File: config.mk
export PLATFORM = sky130hd
export DESIGN_NAME = pid_variable_integral_limited
export DESIGN_NICKNAME = d
export VERILOG_FILES = /design/src/hw/rtl/pidvil_pkg.sv /design/src/hw/rtl/pid_variable_integral_limited.sv
export SDC_FILE = /design/constraint.sdc
export NUM_CORES = 2
export LEC_CHECK = 0
export ABC_AREA = 1
export BUFFER_PORTS_ARGS = -buffer_cell sky130_fd_sc_hd__buf_2
export CAP_MARGIN = 30
export CORE_AREA = 4 4 309 311
export DETAILED_ROUTE_END_ITERATION = 12
export DIE_AREA = 0 0 313 315
export GPL_TIMING_DRIVEN = 0
export PLACE_DENSITY = 0.68
export SYNTH_ARGS = -nofsm -noshare
export SYNTH_HDL_FRONTEND = slang
export SYNTH_SLANG_ARGS = --single-unit
File: constraint.sdc
create_clock -name clk -period 20 [get_ports clk]
set_clock_uncertainty 0.1 [all_clocks]
set_input_delay 1 -clock clk [delete_from_list [all_inputs] [get_ports clk]]
set_output_delay 1 -clock clk [all_outputs]
set_load 0.005 [all_outputs]
File: src/hw/rtl/pidvil_pkg.sv
// ----------------------------------------------------------------------------
// pidvil_pkg
// Shared constants for the positional PID controller: field widths,
// register indexes and fixed-point settings.
// ----------------------------------------------------------------------------
package pidvil_pkg;

  // Field and register widths
  localparam int SAMPLE_W = 16;   // target, measured
  localparam int ERR_W    = 17;   // target - measured
  localparam int DIFF_W   = 18;   // error - previous error
  localparam int GAIN_W   = 16;   // Q8.8 gains
  localparam int BOUND_W  = 16;   // separation bounds
  localparam int ILIM_W   = 23;   // integral limit
  localparam int OLIM_W   = 15;   // output limit
  localparam int ISUM_W   = 24;   // integral sum
  localparam int WEIGHT_W = 17;   // Q0.16 weight, 0..65536
  localparam int CFG_IDX_W  = 3;
  localparam int CFG_DATA_W = 23;

  // Integral separation on (1) or off (0)
  localparam bit SEPARATION_ON = 1'b1;
  // Fraction bits of the gains; the weight adds another 16
  localparam int GAIN_FRAC = 8;
  localparam int OUT_SHIFT = 16 + GAIN_FRAC;

  // Register indexes
  localparam logic [CFG_IDX_W-1:0] REG_PROP_GAIN  = 3'd0;
  localparam logic [CFG_IDX_W-1:0] REG_INTEG_GAIN = 3'd1;
  localparam logic [CFG_IDX_W-1:0] REG_DERIV_GAIN = 3'd2;
  localparam logic [CFG_IDX_W-1:0] REG_SEP_UPPER  = 3'd3;
  localparam logic [CFG_IDX_W-1:0] REG_SEP_LOWER  = 3'd4;
  localparam logic [CFG_IDX_W-1:0] REG_INTEG_LIM  = 3'd5;
  localparam logic [CFG_IDX_W-1:0] REG_OUT_LIM    = 3'd6;

  // Full weight, 1.0 in Q0.16
  localparam logic [WEIGHT_W-1:0] WEIGHT_ONE = 17'h10000;

endpackage

File: src/hw/rtl/pid_variable_integral_limited.sv
// ----------------------------------------------------------------------------
// pid_variable_integral_limited
// Positional PID with variable-weight integral separation, integral clamp
// and output clamp, built around one shared multiplier and a bit-serial
// divider under a small sequencer.
// ----------------------------------------------------------------------------
// Usage:
//   Input request on s_tvalid/s_tready/s_tdata carries target and measured.
//   Result request on m_tvalid/m_tready/m_tdata carries the drive value.
//   Gains, separation bounds and limits are written through cfg_we, cfg_index
//   and cfg_data; the user must do so only while idle (not enforced); bad indexes are ignored.
// Timing:
//   s_tready is high only while the sequencer is idle, so a new item is
//   taken only after the previous result has been loaded into the output
//   register. The restoring divider runs only when the integral weight falls
//   in the middle band, one quotient bit per cycle for a 17-bit quotient. The five products
//   go one per cycle through a single 25x18 multiplier.
// Reset:
//   rst clears the integral sum and previous error, loads the register
//   reset values and drops m_tvalid.
// Stall:
//   A finished result sits in the output register; the next item may be
//   accepted meanwhile, but its result waits until the held one is taken.
// ----------------------------------------------------------------------------
module pid_variable_integral_limited (
  input  logic        clk,
  input  logic        rst,
  // configuration
  input  logic                               cfg_we,
  input  logic [pidvil_pkg::CFG_IDX_W-1:0]   cfg_index,
  input  logic [pidvil_pkg::CFG_DATA_W-1:0]  cfg_data,
  // input stream
  input  logic        s_tvalid,
  output logic        s_tready,
  input  logic [31:0] s_tdata,   // [15:0] target, [31:16] measured
  // output stream
  output logic        m_tvalid,
  input  logic        m_tready,
  output logic [15:0] m_tdata    // [15:0] drive
);
  import pidvil_pkg::*;

  localparam int ACC_W  = 58;
  localparam int MA_W   = 25;
  localparam int MB_W   = 18;
  localparam int PROD_W = MA_W + MB_W;
  localparam int PIA_W  = GAIN_W + ISUM_W;  // ki * integral
  localparam int LO_W   = 20;               // low split of ki * integral

  // Sequencer states
  localparam logic [3:0] ST_IDLE  = 4'd0;
  localparam logic [3:0] ST_ERR   = 4'd1;
  localparam logic [3:0] ST_SEP   = 4'd2;
  localparam logic [3:0] ST_DIV   = 4'd3;
  localparam logic [3:0] ST_CLAMP = 4'd4;
  localparam logic [3:0] ST_M_PE  = 4'd5;
  localparam logic [3:0] ST_M_DE  = 4'd6;
  localparam logic [3:0] ST_M_IA  = 4'd7;
  localparam logic [3:0] ST_M_WL  = 4'd8;
  localparam logic [3:0] ST_M_WH  = 4'd9;
  localparam logic [3:0] ST_M_FIN = 4'd10;
  localparam logic [3:0] ST_OUT   = 4'd11;

  // Configuration registers
  logic signed [GAIN_W-1:0] prop_gain, integ_gain, deriv_gain;
  logic [BOUND_W-1:0]       sep_upper, sep_lower;
  logic [ILIM_W-1:0]        integ_limit;
  logic [OLIM_W-1:0]        out_limit;

  // State and datapath registers
  logic [3:0]               state;
  logic signed [ISUM_W-1:0] integral_sum;
  logic signed [ERR_W-1:0]  prev_error;
  logic signed [SAMPLE_W-1:0] target, measured;
  logic signed [ERR_W-1:0]  err;
  logic signed [DIFF_W-1:0] err_diff;
  logic signed [ISUM_W:0]   acc_raw;
  logic [WEIGHT_W-1:0]      weight;
  logic [BOUND_W-1:0]       den;
  logic [WEIGHT_W-1:0]      div_rem;
  logic [WEIGHT_W-1:0]      div_q;
  logic [4:0]               div_cnt;
  logic signed [PROD_W-1:0] prod;
  logic signed [PIA_W-1:0]  pia;
  logic signed [ACC_W-1:0]  sacc;
  logic [15:0]              drive;

  // Combinational helpers
  logic signed [MA_W-1:0]   mul_a;
  logic signed [MB_W-1:0]   mul_b;
  logic [ERR_W-1:0]         mag;
  logic [WEIGHT_W:0]        trial;
  logic                     trial_ge;
  logic [WEIGHT_W:0]        trial_sub;
  logic signed [ISUM_W:0]   lim_pos;
  logic signed [ACC_W-1:0]  prod_ext;
  logic signed [ACC_W-1:0]  dshift;
  logic signed [ACC_W-1:0]  olim_pos;
  logic                     out_free;

  assign s_tready = (state == ST_IDLE);
  assign m_tdata  = drive;
  assign out_free = !m_tvalid || m_tready;

  // Error magnitude
  assign mag = err[ERR_W-1] ? ERR_W'(-err) : err;

  // Divider trial: first step compares without shifting
  assign trial     = (div_cnt == 5'd16) ? {1'b0, div_rem} : {div_rem, 1'b0};
  assign trial_ge  = trial >= {2'b00, den};
  assign trial_sub = trial - {2'b00, den};

  // Clamp bounds
  assign lim_pos  = {2'b00, integ_limit};
  assign olim_pos = {{(ACC_W-OLIM_W){1'b0}}, out_limit};
  assign prod_ext = {{(ACC_W-PROD_W){prod[PROD_W-1]}}, prod};
  assign dshift   = sacc >>> OUT_SHIFT;

  // Shared multiplier operand select
  always_comb begin
    mul_a = '0;
    mul_b = '0;
    unique case (state)
      ST_M_PE: begin
        mul_a = MA_W'(prop_gain);
        mul_b = MB_W'(err);
      end
      ST_M_DE: begin
        mul_a = MA_W'(deriv_gain);
        mul_b = err_diff;
      end
      ST_M_IA: begin
        mul_a = MA_W'(integral_sum);
        mul_b = MB_W'(integ_gain);
      end
      ST_M_WL: begin
        mul_a = {{(MA_W-LO_W){1'b0}}, prod[LO_W-1:0]};
        mul_b = {1'b0, weight};
      end
      ST_M_WH: begin
        // high part keeps the sign of ki * integral
        mul_a = MA_W'($signed(pia[PIA_W-1:LO_W]));
        mul_b = {1'b0, weight};
      end
      default: begin
        mul_a = '0;
        mul_b = '0;
      end
    endcase
  end

  // Registered product
  always_ff @(posedge clk) begin
    prod <= mul_a * mul_b;
  end

  // Configuration writes
  always_ff @(posedge clk) begin
    if (rst) begin
      prop_gain   <= '0;
      integ_gain  <= '0;
      deriv_gain  <= '0;
      sep_upper   <= '1;
      sep_lower   <= '0;
      integ_limit <= '1;
      out_limit   <= '1;
    end else if (cfg_we) begin
      unique case (cfg_index)
        REG_PROP_GAIN:  prop_gain   <= cfg_data[GAIN_W-1:0];
        REG_INTEG_GAIN: integ_gain  <= cfg_data[GAIN_W-1:0];
        REG_DERIV_GAIN: deriv_gain  <= cfg_data[GAIN_W-1:0];
        REG_SEP_UPPER:  sep_upper   <= cfg_data[BOUND_W-1:0];
        REG_SEP_LOWER:  sep_lower   <= cfg_data[BOUND_W-1:0];
        REG_INTEG_LIM:  integ_limit <= cfg_data[ILIM_W-1:0];
        REG_OUT_LIM:    out_limit   <= cfg_data[OLIM_W-1:0];
        default: ;
      endcase
    end
  end

  // Sequencer and control state
  always_ff @(posedge clk) begin
    if (rst) begin
      state        <= ST_IDLE;
      integral_sum <= '0;
      prev_error   <= '0;
      m_tvalid     <= 1'b0;
    end else begin
      // Result valid: set when a result is loaded, cleared when taken
      if (state == ST_OUT && out_free) begin
        m_tvalid <= 1'b1;
      end else if (m_tvalid && m_tready) begin
        m_tvalid <= 1'b0;
      end
      unique case (state)
        ST_IDLE: begin
          if (s_tvalid) begin
            state <= ST_ERR;
          end
        end
        ST_ERR: begin
          state <= ST_SEP;
        end
        ST_SEP: begin
          prev_error <= err;
          if (SEPARATION_ON && (mag > {1'b0, sep_upper})) begin
            state <= ST_CLAMP;
          end else if (!SEPARATION_ON || (mag < {1'b0, sep_lower})) begin
            state <= ST_CLAMP;
          end else if (sep_upper == sep_lower) begin
            state <= ST_CLAMP;
          end else begin
            state <= ST_DIV;
          end
        end
        ST_DIV: begin
          if (div_cnt == 5'd0) begin
            state <= ST_CLAMP;
          end
        end
        ST_CLAMP: begin
          if (acc_raw > lim_pos) begin
            integral_sum <= lim_pos[ISUM_W-1:0];
          end else if (acc_raw < -lim_pos) begin
            integral_sum <= ISUM_W'(-lim_pos);
          end else begin
            integral_sum <= acc_raw[ISUM_W-1:0];
          end
          state <= ST_M_PE;
        end
        ST_M_PE:  state <= ST_M_DE;
        ST_M_DE:  state <= ST_M_IA;
        ST_M_IA:  state <= ST_M_WL;
        ST_M_WL:  state <= ST_M_WH;
        ST_M_WH:  state <= ST_M_FIN;
        ST_M_FIN: state <= ST_OUT;
        ST_OUT: begin
          if (out_free) begin
            state <= ST_IDLE;
          end
        end
        default: state <= ST_IDLE;
      endcase
    end
  end

  // Datapath registers
  always_ff @(posedge clk) begin
    unique case (state)
      ST_IDLE: begin
        target   <= s_tdata[SAMPLE_W-1:0];
        measured <= s_tdata[2*SAMPLE_W-1:SAMPLE_W];
      end
      ST_ERR: begin
        err <= ERR_W'(target) - ERR_W'(measured);
      end
      ST_SEP: begin
        err_diff <= DIFF_W'(err) - DIFF_W'(prev_error);
        den      <= sep_upper - sep_lower;
        div_rem  <= {1'b0, sep_upper - mag[BOUND_W-1:0]};
        div_q    <= '0;
        div_cnt  <= 5'd16;
        // Integral skipped above the upper bound
        if (SEPARATION_ON && (mag > {1'b0, sep_upper})) begin
          acc_raw <= (ISUM_W+1)'(integral_sum);
          weight  <= '0;
        end else begin
          acc_raw <= (ISUM_W+1)'(integral_sum) + (ISUM_W+1)'(err);
          if (!SEPARATION_ON || (mag < {1'b0, sep_lower})) begin
            weight <= WEIGHT_ONE;
          end else begin
            weight <= '0;
          end
        end
      end
      ST_DIV: begin
        // One restoring quotient bit per cycle
        div_rem <= trial_ge ? trial_sub[WEIGHT_W-1:0] : trial[WEIGHT_W-1:0];
        div_q   <= {div_q[WEIGHT_W-2:0], trial_ge};
        div_cnt <= div_cnt - 5'd1;
        if (div_cnt == 5'd0) begin
          weight <= {div_q[WEIGHT_W-2:0], trial_ge};
        end
      end
      ST_M_DE: begin
        sacc <= prod_ext;                       // kp * e
      end
      ST_M_IA: begin
        sacc <= sacc + prod_ext;                // + kd * (e - prev)
      end
      ST_M_WL: begin
        pia  <= prod[PIA_W-1:0];                // ki * integral
        sacc <= sacc <<< 16;
      end
      ST_M_WH: begin
        sacc <= sacc + prod_ext;                // + low part * w
      end
      ST_M_FIN: begin
        sacc <= sacc + (prod_ext <<< LO_W);     // + high part * w
      end
      ST_OUT: begin
        if (out_free) begin
          if (dshift > olim_pos) begin
            drive <= olim_pos[15:0];
          end else if (dshift < -olim_pos) begin
            drive <= 16'(-olim_pos);
          end else begin
            drive <= dshift[15:0];
          end
        end
      end
      default: ;
    endcase
  end

endmodule
* Yosys cells after proc, flatten, opt, wreduce, memory -nomap -nowiden *
Cells that the tools add are included.

storage, ports and cells
  register bits = 484
  word-level logic and storage cells = 117

cells by class
  eq/ne operators = 22
  mux-type cells = 27
  reduce and logical (&&, ||, !) cells = 22
  add/subtract/negate cells = 12
  order comparisons = 7
  multipliers = 1

operators by type and width
  cell               count
  $pmux W58 S4       1
  $pmux W25 S5       1
  $mux W17           5
  $pmux W18 S4       1
  $pmux W17 S2       2
  $add A58 B43 Y58   1
  $add A58 B58 Y58   1
  $lt A34 B58 Y1     1
  $neg A15 Y58       1
  $mux W24           2
  $pmux W4 S12       1
  $mul A25 B18 Y43   1
  $gt A34 B16 Y1     1
  $pmux W16 S2       1
  $sub A16 B16 Y16   2
  $add A24 B17 Y25   1
  $gt A25 B24 Y1     1
  $lt A25 B25 Y1     1
  $mux W25           1
  $neg A23 Y25       1
  $ge A18 B16 Y1     1
  $mux W18           1
  $reduce_and A2 Y1  9
  $sub A17 B17 Y18   1
  other kinds (32)   52

* Longest topological paths before layout *
  depth in word-level cells = 6
  gate-level depth with buffers = 36
  depth with buffers taken out = 35

* Worst setup path before layout *
OpenSTA, ideal clock, no wires.

  path type = register to register
  start point = register state[2]
  end point = register prod[40]
  setup slack = 13252 ps
  cell stages (with the launch flop) = 31
  path buffers = 1
  arrival time = 6576 ps
  setup time = 72 ps
  path through = dfxtp_1 > nor2_4 > inv_6 > nor2_2 > buf_6 > nand2_2 > nand3_4 > a21oi_4 > nor2_1 > fa_1 > inv_1 > fa_1 > inv_1 > ha_1 > inv_1 > fa_1 > inv_1 > fa_1 > inv_1 > fa_1 > inv_1 > ha_1 > nand2_1 > nor2_1 > inv_1 > nor4_1 > nand3_1 > nand3_1 > nand2_1 > nand2_1 > xor2_1

on the way
  cells in the longest elaborated chain, start to end = 4
  elaborated cells between the ends (all ways) = 9
  those cells by class = 1 x mul; 5 x eq/ne; 2 x mux; 1 x reduce/logical

RTL lines
  element                            line                                  text
  from (decl)                        pid_variable_integral_limited.sv:71   logic [3:0] state;
  from (signal assigned)             pid_variable_integral_limited.sv:184  state <= ST_IDLE;
  from (signal assigned)             pid_variable_integral_limited.sv:198  state <= ST_ERR;
  from (signal assigned)             pid_variable_integral_limited.sv:202  state <= ST_SEP;
  $eq A4 B4 Y1                       pid_variable_integral_limited.sv:123  unique case (state)
  $reduce_or A2 Y1 (no source line)  --
  $pmux W18 S4                       pid_variable_integral_limited.sv:123
  $mul A25 B18 Y43 *                 pid_variable_integral_limited.sv:154  prod <= mul_a * mul_b;
  to (signal assigned)               pid_variable_integral_limited.sv:154
  to (decl)                          pid_variable_integral_limited.sv:83   logic signed [PROD_W-1:0] prod;

Mark *: on every way between the ends. The rest lies on a longest branch, timed or not.
A chain may end at the register's enable or synchronous reset.

* Final worst setup path *
  start point = register state[3]
  end point = register prod[40]

The elaborated chain is that of the path after synthesis.

==> flow_summary.yaml <==
synthesis:
  muxShareOfSynthArea: 0.0001976
  avgSynthCellArea_um2: 7.557
  synth.area.top_cells: "fa_1 (17%), edfxtp_1 (15%), ha_1 (11%), nand2_1 (10%), inv_1 (8.8%)"
  synth_fa_ha_area_frac: 0.2835
  yosys_warnings: 0
  synth_ff_type: "edfxtp_1"
  ys_seq_area_frac: 0.2341
  yosys.area.top_type: "fa_1"
  synth-compound-area-share: 0.1282
  async_flop_share: 0
  synth_area_um2: 50660
  ys_types: 65
  yosys.area_share.simple: 0.2166
  syn_nets: 7652
  synth_top_family_by_area: "adder cells"
  ys_ff_latch: 464
  synthXorXnorAreaFrac: 0.02956
  synthCells: 6704
  synth-edff-count: 257
  synth.top_cell.area_share: 0.1731
setup_path:
  endpoint_kind: "flip-flop"
  reg2reg_setup_slack_ns: 11.89
  worstSetupStartpointType: "flip-flop"
  cpPeakStageDelay_ns: 0.82
  reg2reg_from: "state[3]"
  cp_max_fo: 10
  worst_r2r_path_depth: 30
  cp.required_ns: 20.44
  crit_type: "flip-flop to flip-flop"
  critPathTopFamily: "adder cells"
  r2r-end: "prod[40]"
  crit_buf_inv: 10
  worstPathArrival_ns: 8.54
  path_common_cell: "inv_1"
  critPathSlowestCell: "fa_1"
floorplanning:
  pin_count: 81
  fp.dieH_um: 315
  die_w_um: 313
  die_area_um2: 98600
  std_cell_rows: 112
  coreArea_um2: 92770
  start_util: 0.5461
route:
  wl_um: 175400
  routed_via_density: 5.683
  drc_errors: 0
  dr.pass1.iters: 6
  wl_per_cell_um: 21.52
  antenna_left: 0
  routed-via-count: 46320
  drt_first_iter_violations: 4717
final_layout:
  fin_nets: 7798
  stdcell_area_um2: 54780
  layout-drive-gt1-share: 0.05975
  layout_common_cells: "nand2_1 (1404), inv_1 (1193), nor2_1 (677)"
  layout_commonest_cell: "nand2_1"
  synthToLayoutAreaGrowth_pct: 8.138
  fillerInstances: 8819
sta:
  rsz0062_at_grt: "no"
  finalWorstPathRequiredPeriod_ns: 8.109
  max_freq_mhz: 123.3
  setup_violations: 0
  finalSetupTns_ns: 0
  slew_violations: 0
  relSlewSlack: 0.2807
  worst_pin_slew_ns: 1.078
  period_share: 0.4054
  hold_viol: 0
power_and_ir_drop:
  combPwrFrac: 0.451
  power-per-cell-area_nw_per_um2: 86.51
  ir_drop_v: 0.0001137
  p_leak_nw: 26.38
  switching_share: 0.4316
  p_seq_frac: 0.319
  intPower_mw: 2.694
  power_switching_mw: 2.046
  power_frac_clock: 0.230
run_status:
  status: "complete, no violations"
clocking:
  worstSkewPairLatency_ns: 0.66
  cts_resized: 0
  cts_hold_buf: 0
  cts.clk_slew.worst_paths_ns: 0.06
  cts_root_buf: "clkbuf_16"
  cts_made_buffers: 54
  cts_tree: "built"
  cts-htree-levels: 2
  cts.sinks: 464
  cts_buffer_depth: 3
  cts_setup_buffers: 0
placement:
  place.port_buffers: 80
  gp_congestion: 1.011
  dp_hpwl_um: 144400
  placed_area_um2: 52800
global_route:
  grt_pass1_wl_um: 265200
  antenna_found_initial: 4
  grt_max_degree: 44
  grtUsageTotal: 0.3535
  grt_pass1_vias: 44760
  gr-total-overflow: 0
min_path:
  hold_path_depth: 2
  holdPathEnd: "deriv_gain[10]"
  hold_class: "flip-flop to flip-flop"
  hold_start: "deriv_gain[10]"
job:
  cap_violations: 0
per-stage QoR:
step                instances  power, mW  hold WS [ns]  setup slack, ns  utilization
finish                   8150      4.739        0.3507            11.89       0.5905
global route             8149      5.049        0.3805            11.17       0.5905
CTS                      8148      4.701        0.3472            11.88       0.5904
detailed placement       8047      3.607        0.3383            11.92       0.5692
global placement         8038      3.558        0.3331            11.98       0.5673
floorplan                6704      2.943        0.3245            13.25            -
synthesized netlist by cell type, drive strengths merged (2+ instances only):
cell type	number
a211oi	2
a21boi	13
a21o	25
a21oi	490
a221oi	17
a22o	5
a31oi	21
and2	5
and3	2
buf	87
clkbuf	73
clkinv	2
dfxtp	207
edfxtp	257
fa	438
ha	447
inv	1235
nand2	1421
nand3	260
nand3b	18
nand4	82
nor2	695
nor3	79
nor4	19
o2111ai	5
o211ai	50
o21a	23
o21ai	483
o21bai	27
o22ai	8
o31ai	6
or2	27
xnor2	57
xor2	114
per-layer routing:
metal  GRT usage  part of all wire
met1      0.4941              0.42
met2      0.5502              0.43
met3     0.05831             0.099
met4      0.1432             0.050
met5           0           0.00015
worst max-delay path by stage:
| stage | startpoint | endpoint | slack (ns) | depth (start not counted) |
|---|---|---|---|---|
| floorplan | state[2] | prod[40] | 13.25 | 30 |
| global placement | state[3] | prod[40] | 11.98 | 30 |
| detailed placement | state[1] | prod[40] | 11.92 | 29 |
| CTS | state[3] | prod[40] | 11.88 | 30 |
| global route | state[3] | prod[40] | 11.17 | 30 |
| finish | state[3] | prod[40] | 11.89 | 30 |
power groups by stage:
| stage | Clock, mW | Combinational [mW] | Sequential (mW) |
|---|---|---|---|
| 2_1_floorplan | 0 | 1.53 | 1.41 |
| 3_3_place_gp | 0 | 2.03 | 1.53 |
| 3_5_place_dp | 0 | 2.09 | 1.52 |
| 4_1_cts | 1.10 | 2.10 | 1.50 |
| 5_1_grt | 1.14 | 2.39 | 1.52 |
| 6_report | 1.09 | 2.14 | 1.51 |
tightest hold or removal path, delay by kind of cell, from the launching register on:
kind                   cells  cell delay [ns]
DFF                        1             0.30
buffers and inverters      1             0.05
AOI/OAI and AO/OA          1             0.05
cell families after synthesis:
logic type,Yosys count
AOI/OAI and AO/OA,1176
buffers and inverters,1397
xor gates and xnor gates,171
adders and majority gates,885
muxes,1
and+or+nand+nor,2610
DFF,464
registers in the layout, indices dropped and copies added (netlist names), 17 cells and up:
name	count
sacc	58
prod	43
acc_raw	25
integral_sum	24
integ_limit	23
pia	20
err_diff	18
div_rem	17
err	17
prev_error	17
weight	17
layout make-up:
| type | count | area, µm² | area share |
|---|---|---|---|
| Inverter | 1237 | 4651 | 0.08489 |
| Timing Repair Buffer | 90 | 553.0 | 0.01010 |
| Clock inverter | 23 | 346.6 | 0.006327 |
| Tap cell | 1254 | 1569 | 0.02864 |
| Buffer | 160 | 818.3 | 0.01494 |
| Sequential cell | 464 | 11860 | 0.2165 |
| Antenna cell | 1 | 2.502 | 0.00004568 |
| Clock buffer | 78 | 1618 | 0.02953 |
| Multi-Input combinational cell | 4843 | 33360 | 0.6090 |
No activity file was read; power rests on OpenSTA's default activity.
